## src/rtl/pie_pkg.sv

```systemverilog
package pie_pkg;

  // Sizes of the point store and number format
  localparam int MAX_POINTS = 16;
  localparam int FRAC_BITS  = 16;
  localparam int DATA_W     = 32;
  localparam int EVAL_W     = 16;
  localparam int IDX_W      = $clog2(MAX_POINTS);
  localparam int CNT_W      = $clog2(MAX_POINTS + 1);
  localparam int PROD_W     = 2 * DATA_W;
  localparam int DEN_W      = DATA_W + 1;
  localparam int DIV_STEPS  = PROD_W;
  localparam int DCNT_W     = $clog2(DIV_STEPS);

  // Result status codes
  typedef logic [1:0] status_t;
  localparam status_t ST_OK  = 2'd0;
  localparam status_t ST_DUP = 2'd1;
  localparam status_t ST_SAT = 2'd2;
  localparam status_t ST_OVF = 2'd3;

  // Commands from the controller to the datapath
  typedef struct packed {
    logic             load;
    logic [IDX_W-1:0] load_addr;
    logic [IDX_W-1:0] idx_i;
    logic [IDX_W-1:0] idx_j;
    logic             clr_sat;
    logic             do_sub;
    logic             do_mul;
    logic             do_num;
    logic             div_load;
    logic             div_step;
    logic             wr_p;
    logic             cap_out;
    status_t          out_code;
  } pie_cmd_t;

  // Status from the datapath to the controller
  typedef struct packed {
    logic den_zero;
  } pie_sts_t;

endpackage

```

## src/rtl/pie_ctrl.sv

```systemverilog
module pie_ctrl (
  input  logic              clk,
  input  logic              rst_n,
  input  logic              in_tvalid,
  input  logic              in_tlast,
  output logic              in_tready,
  input  logic              out_tready,
  output logic              out_tvalid,
  input  pie_pkg::pie_sts_t sts,
  output pie_pkg::pie_cmd_t cmd
);

  localparam int IW = pie_pkg::IDX_W;
  localparam int CW = pie_pkg::CNT_W;

  typedef enum logic [9:0] {
    S_IDLE = 10'b0000000001,
    S_RD   = 10'b0000000010,
    S_SUB  = 10'b0000000100,
    S_MUL  = 10'b0000001000,
    S_NUM  = 10'b0000010000,
    S_LD   = 10'b0000100000,
    S_DIV  = 10'b0001000000,
    S_WR   = 10'b0010000000,
    S_FRD  = 10'b0100000000,
    S_DONE = 10'b1000000000
  } state_t;

  state_t                    state_r, state_nxt;
  logic [CW-1:0]             cnt_r, cnt_nxt;
  logic                      ovf_r, ovf_nxt;
  logic [IW-1:0]             i_r, i_nxt, j_r, j_nxt;
  logic [pie_pkg::DCNT_W-1:0] dcnt_r, dcnt_nxt;
  pie_pkg::status_t          code_r, code_nxt;
  logic                      out_valid_r, out_valid_nxt;
  logic                      acc, full, out_free;
  logic [IW-1:0]             last_idx;

  assign in_tready  = (state_r == S_IDLE);
  assign out_tvalid = out_valid_r;
  assign acc        = in_tvalid && in_tready;
  assign full       = (cnt_r == CW'(pie_pkg::MAX_POINTS));
  assign out_free   = !out_valid_r || out_tready;
  assign last_idx   = IW'(cnt_r - CW'(1));

  // Sequence loading, the triangular recurrence and the result
  always_comb begin
    state_nxt     = state_r;
    cnt_nxt       = cnt_r;
    ovf_nxt       = ovf_r;
    i_nxt         = i_r;
    j_nxt         = j_r;
    dcnt_nxt      = dcnt_r;
    code_nxt      = code_r;
    out_valid_nxt = out_tready ? 1'b0 : out_valid_r;
    cmd           = '0;
    cmd.load_addr = cnt_r[IW-1:0];
    cmd.idx_i     = i_r;
    cmd.idx_j     = j_r;
    cmd.out_code  = code_r;
    unique case (state_r)
      S_IDLE: begin
        if (acc) begin
          cmd.load = !full;
          if (!full) begin
            cnt_nxt = cnt_r + CW'(1);
          end else begin
            ovf_nxt = 1'b1;
          end
          if (in_tlast) begin
            cmd.clr_sat = 1'b1;
            if (ovf_r || full) begin
              code_nxt  = pie_pkg::ST_OVF;
              state_nxt = S_DONE;
            end else if (cnt_r == '0) begin
              i_nxt     = '0;
              state_nxt = S_FRD;
            end else begin
              i_nxt     = cnt_r[IW-1:0];
              j_nxt     = IW'(1);
              state_nxt = S_RD;
            end
          end
        end
      end
      S_RD: begin
        state_nxt = S_SUB;
      end
      S_SUB: begin
        cmd.do_sub = 1'b1;
        if (sts.den_zero) begin
          code_nxt  = pie_pkg::ST_DUP;
          state_nxt = S_DONE;
        end else begin
          state_nxt = S_MUL;
        end
      end
      S_MUL: begin
        cmd.do_mul = 1'b1;
        state_nxt  = S_NUM;
      end
      S_NUM: begin
        cmd.do_num = 1'b1;
        state_nxt  = S_LD;
      end
      S_LD: begin
        cmd.div_load = 1'b1;
        dcnt_nxt     = '0;
        state_nxt    = S_DIV;
      end
      S_DIV: begin
        cmd.div_step = 1'b1;
        dcnt_nxt     = dcnt_r + pie_pkg::DCNT_W'(1);
        if (dcnt_r == pie_pkg::DCNT_W'(pie_pkg::DIV_STEPS - 1)) begin
          state_nxt = S_WR;
        end
      end
      S_WR: begin
        cmd.wr_p = 1'b1;
        if (i_r == j_r) begin
          i_nxt = last_idx;
          if (j_r == last_idx) begin
            state_nxt = S_FRD;
          end else begin
            j_nxt     = j_r + IW'(1);
            state_nxt = S_RD;
          end
        end else begin
          i_nxt     = i_r - IW'(1);
          state_nxt = S_RD;
        end
      end
      S_FRD: begin
        code_nxt  = pie_pkg::ST_OK;
        state_nxt = S_DONE;
      end
      S_DONE: begin
        if (out_free) begin
          cmd.cap_out   = 1'b1;
          out_valid_nxt = 1'b1;
          cnt_nxt       = '0;
          ovf_nxt       = 1'b0;
          state_nxt     = S_IDLE;
        end
      end
      default: begin
        state_nxt = S_IDLE;
      end
    endcase
  end

  // Advance control registers
  always_ff @(posedge clk) begin
    if (!rst_n) begin
      state_r     <= S_IDLE;
      cnt_r       <= '0;
      ovf_r       <= 1'b0;
      i_r         <= '0;
      j_r         <= '0;
      dcnt_r      <= '0;
      code_r      <= pie_pkg::ST_OK;
      out_valid_r <= 1'b0;
    end else begin
      state_r     <= state_nxt;
      cnt_r       <= cnt_nxt;
      ovf_r       <= ovf_nxt;
      i_r         <= i_nxt;
      j_r         <= j_nxt;
      dcnt_r      <= dcnt_nxt;
      code_r      <= code_nxt;
      out_valid_r <= out_valid_nxt;
    end
  end

endmodule

```

## config.mk

```make
export PLATFORM = sky130hd
export DESIGN_NAME = pie_ctrl
export DESIGN_NICKNAME = d
export VERILOG_FILES = /design/src/rtl/pie_pkg.sv /design/src/rtl/pie_ctrl.sv
export SDC_FILE = /design/constraint.sdc
export NUM_CORES = 1
export LEC_CHECK = 0
export BUFFER_PORTS_ARGS = -buffer_cell sky130_fd_sc_hd__buf_4
export CORE_UTILIZATION = 35
export CTS_CLUSTER_SIZE = 40
export DETAILED_ROUTE_END_ITERATION = 7
export PLACE_DENSITY = 0.58
export SLEW_MARGIN = 0
export SYNTH_ARGS = -nofsm -noshare
export SYNTH_HDL_FRONTEND = slang
export SYNTH_SLANG_ARGS = --single-unit
```

## constraint.sdc

```tcl
create_clock -name clk -period 2.95 [get_ports clk]
set_input_delay 0.1475 -clock clk [delete_from_list [all_inputs] [get_ports clk]]
set_output_delay 0.1475 -clock clk [all_outputs]
set_load 0.005 [all_outputs]
```

## Word-level counts from Yosys, hierarchy flattened

Cells that the tools add are included.

| storage, ports and cells | value |
|---|---|
| bits in registers | 33 |
| memories | 0 |
| logic and storage cells | 108 |
| RAM bits | 0 |
| memory bits (read-only) | 0 |
| latch bits | 0 |

| operators by class | value |
|---|---|
| equality and inequality tests | 26 |
| $lt $le $gt $ge | 0 |
| reductions and logical operators | 16 |
| $mul | 0 |
| multiplexer cells | 53 |
| div/mod/pow operators | 0 |
| bitwise operators | 0 |
| add/subtract/negate cells | 5 |
| shifts and indexed selects | 0 |

Operators with widths:

| cell | number |
|---|---|
| 10-bit one-hot mux with 10 select lines | 1 |
| 10-bit two-way mux | 7 |
| 4-bit two-way mux | 11 |
| 1-bit two-way mux | 19 |
| 9-bit two-way mux | 2 |
| 2-bit != test (second input constant) | 9 |
| 4-bit one-hot mux with 2 select lines | 2 |
| 4-bit AND reduction | 4 |
| 5-bit two-way mux | 3 |
| 6-bit one-hot mux with 2 select lines | 1 |
| 10-bit by 1-bit == test with 1-bit output (second input constant) | 1 |
| 10-bit == test (second input constant) | 1 |
| 10-bit by 2-bit == test with 1-bit output (second input constant) | 1 |
| 10-bit by 3-bit == test with 1-bit output (second input constant) | 1 |
| 10-bit by 4-bit == test with 1-bit output (second input constant) | 1 |
| 10-bit by 5-bit == test with 1-bit output (second input constant) | 1 |
| 10-bit by 6-bit == test with 1-bit output (second input constant) | 1 |
| 10-bit by 7-bit == test with 1-bit output (second input constant) | 1 |
| 10-bit by 8-bit == test with 1-bit output (second input constant) | 1 |
| 10-bit by 9-bit == test with 1-bit output (second input constant) | 1 |
| 5-bit one-hot mux with 2 select lines | 1 |
| 4-bit == test | 2 |
| 2-bit two-way mux | 4 |
| 4-bit by 1-bit subtractor with 4-bit output (second input constant) | 2 |
| 16 further kinds | 22 |

## Depth between registers and ports, before layout

| logic depth | value |
|---|---|
| depth in word-level cells | 6 |
| mapped depth | 8 |
| gate-level depth less buffers | 7 |

## Worst setup path after synthesis

No wires, ideal clock.

| path | value |
|---|---|
| path type | flip-flop to flip-flop |
| from | register state_r[3] |
| to | register cnt_r[3] |
| slack | 809 ps |
| required time | 2880 ps |
| data arrival time | 2072 ps |
| cell stages (with the launch flop) | 7 |
| library setup time | 70 ps |
| buffers on the path | 1 |
| cell sequence | dfxtp_1 > or4_1 > buf_6 > nor4b_4 > nand3_4 > or3_1 > a21oi_1 |

| on the way | value |
|---|---|
| word-level cells in the longest chain between the ends | 4 |
| elaborated cells on any way between the ends | 9 |
| those cells by class | eq/ne: 5; mux: 1; reduce/logical: 3 |

Ends and longest elaborated chain:

| element | RTL line | source |
|---|---|---|
| start: declaration | pie_ctrl.sv:29 | `state_t state_r, state_nxt;` |
| start signal: assignment | pie_ctrl.sv:164 | `state_r <= state_nxt;` |
| 10-bit by 1-bit == test with 1-bit output * | pie_ctrl.sv:39 | `assign in_tready = (state_r == S_IDLE);` |
| net in_tready | pie_ctrl.sv:6 | `output logic in_tready,` |
| 1-bit logical AND | pie_ctrl.sv:41 | `assign acc = in_tvalid && in_tready;` |
| 2-bit by 1-bit != test with 1-bit output (no source line) | -- |  |
| 4-bit AND reduction (no source line) | -- |  |
| end signal: assignment | pie_ctrl.sv:165 | `cnt_r <= cnt_nxt;` |
| end: declaration | pie_ctrl.sv:30 | `logic [CW-1:0] cnt_r, cnt_nxt;` |

Mark *: on every way through the listed nets, which the timed path passes. The rest lies on a longest branch.
A chain may end at the register's enable or synchronous reset.

==> impl_metrics.csv <==
group,metric,value,unit
final_layout,nets,284,
logic_synthesis,synthTopCellsByArea,"dfxtp_1 32%, xnor2_1 4.3%, ha_1 3.6%",
floorplan,die_width,78.71,um
cts,postCtsSetupRepairBufs,0,
route,vias,1929,
logic_synthesis,ys_ff_latch,33,
logic_synthesis,synth_most_common_cell,"dfxtp_1",
global_routing,overflow,0,
logic_synthesis,synth_commonest_cells,"33 x dfxtp_1, 19 x nor2_1, 17 x nand2_1, 12 x nor3_1, 12 x o21ai_0",
min_path,worst_hold_path_type,"in -> reg",
sta,clock.fmax,386.6,MHz
cts,root_buffer,"clkbuf_8",
sta,skew,0.005717,ns
placement,gp_congestion,0.7936,
logic_synthesis,seq_area_frac_synth,0.3208,
logic_synthesis,netlist_area,2059,sq um
global_routing,antenna_found_initial,0,
route,routed_via_density,5.591,
floorplan,core-area,5574,sq um
sta,worstMarginPinSlew,0.7104,ns
floorplan,io_pins,31,
global_routing,grtUsageTotal,0.1713,
cts,path_clk_slew,0.07,ns
sta,rsz0062_at_grt,"no",
final_layout,diodes,0,
cts,clock_path_buffers,2,
pwr,ir_drop,0.2686,mV
logic_synthesis,yosys.area.top_type,"dfxtp_1",
flow_run,maxCapViolCount,0,
logic_synthesis,synth_cell_types,59,
logic_synthesis,synth_fp_nets,261,
setup_path,cp.required,2.80,ns
floorplan,die_h,78.71,um
logic_synthesis,syn_avg_cell_area,8.271,sq um
route,wl_per_cell,14.66,um
sta,setup_viol,0,
placement,io_buffers,30,
placement,dp_hpwl,3672,um
setup_path,critPathCaptureType,"primary output",
global_routing,grt_first_pass_wirelength,8438,um
sta,relSlewSlack,0.5232,
logic_synthesis,yosys_warnings,0,
pwr,power_density,718.6,nW/um^2
route,dr.first_iter.drc_count,109,
sta,fin_crit_sh,0.8769,
cts,clkLatencyLatePin,0.29,ns
sta,finalCriticalPeriod,2.587,ns
logic_synthesis,syn_inst,249,
setup_path,arrival,2.44,ns
final_layout,n_fill_cell,586,
global_routing,grt_pass1_vias,1726,
pwr,p_leak,0.9125,nW
cts,cts_buffers,5,
setup_path,worst_setup_path_start_kind,"flip-flop",
setup_path,crit_type,"reg -> out",
route,ant_nets,0,
floorplan,rows,27,
sta,hold_slack,0.03236,ns
cts,cts.repair.resized,0,
cts,cts_hold_buf,0,
logic_synthesis,async_reset_ff_frac,0,
route,wl,5056,um
logic_synthesis,synth_top_area_frac,0.3208,
sta,setup_tns,0,ns
floorplan,die_area,6195,sq um
logic_synthesis,synth-edff-count,0,
final_layout,areaGrowthSynthToFinish,17.92,%
cts,cts.sinks,33,
route,drt_pass1_iterations,4,
global_routing,grt_max_degree,17,
cts,cts_tree,"built",
cts,htreeDepth,2,
floorplan,initial_utilization,0.3695,
logic_synthesis,synth_ff_type,"dfxtp_1",
setup_path,cp_max_fo,10,
outcome,outcome,"finished, final reports clean",
route,remaining_drc_errors,0,
final_layout,drive_gt1_frac,0.1941,
sta,final-hold-violation-count,0,
sta,drv_slew,0,
==> cell usage in the layout, fill, tap and decap left out, drive strengths merged, types with 2 or more instances in the layout <==
cell     count
nand3       12
ha           6
buf         33
a41oi        2
nand4b       3
xor2         4
o211ai       2
nand3b       2
nor2b        2
a21oi        9
a2111oi      2
inv          7
a32oi        2
nor3b        2
or2          3
o31ai        2
a31oi        5
or3          5
clkinv       3
or4          3
a311oi       2
xnor2       10
nor2        19
nand2       17
clkbuf       6
nor4         7
dfxtp       33
nand2b       7
a21o         2
o21ai       13
and3         5
a211oi       5
nor3        13
a22oi        2
nand4        5
o311ai       2
==> path summary, 6_finish.rpt <==
kind	startpoint	end	slack, ns	cells past startpoint
max	state_r[3]	cmd[22]	0.36	4
min	sts	state_r[3]	0.03	2
max reg2reg	state_r[3]	cnt_r[3]	0.48	5
min reg2reg	dcnt_r[3]	dcnt_r[3]	0.50	2
==> kinds of logic after synthesis <==
| kind of cell | after synthesis | synth area share |
|---|---|---|
| AND/OR/NAND/NOR | 110 | 0.3080 |
| AO/OA/AOI/OAI | 57 | 0.1956 |
| flip-flops | 33 | 0.3208 |
| buffers and inverters | 27 | 0.06380 |
| XOR/XNOR | 15 | 0.07047 |
| adder cells (fa/ha/maj) | 6 | 0.03645 |
| multiplexers | 1 | 0.004860 |
==> state kept, by name (all words and copies together) (netlist names) <==
signal,flops
cnt_r,5
dcnt_r,6
code_r,2
i_r,4
state_r,10
j_r,4
out_tvalid,1
ovf_r,1
==> metrics by stage <==
| step | setup slack, ns | util | total power, mW | cells | area (sq um) |
|---|---|---|---|---|---|
| floorplan | 0.8086 | - | 1.097 | 249 | 2059 |
| global placement | 0.5861 | 0.4141 | 1.292 | 337 | 2308 |
| detailed placement | 0.5171 | 0.4141 | 1.294 | 337 | 2308 |
| CTS | 0.3719 | 0.4357 | 1.757 | 345 | 2429 |
| global route | 0.2281 | 0.4357 | 1.864 | 345 | 2429 |
| finish | 0.3631 | 0.4357 | 1.745 | 345 | 2429 |
==> layout make-up <==
| type | instances | area (sq um) | share of cell area |
|---|---|---|---|
| Sequential cell | 33 | 660.6 | 0.2720 |
| Timing Repair Buffer | 33 | 247.7 | 0.1020 |
| Inverter | 10 | 42.54 | 0.01752 |
| Clock buffer | 6 | 82.58 | 0.03400 |
| Clock inverter | 2 | 37.54 | 0.01546 |
| Tap cell | 72 | 90.09 | 0.03709 |
| Multi-Input combinational cell | 189 | 1267 | 0.5219 |
==> power by group <==
group          internal (mW)  switching, mW
registers              0.490         0.0637
clock network          0.275          0.179
logic                  0.324          0.414
==> critical path, stage by stage (launching register included) <==
cell and delay (ns):
dfxtp_1 0.36, or4_1 0.75, nor4b_4 0.66, and3_1 0.26, buf_4 0.11
==> metal layers <==
metal,GRT usage,part of all wire,vias up
li1,-,-,974
met1,0.2286,0.51,912
met2,0.2774,0.44,39
met3,0.04138,0.041,4
met4,0.03889,0.0081,0
met5,0,0,-
Power figures use the tool's default switching activity.
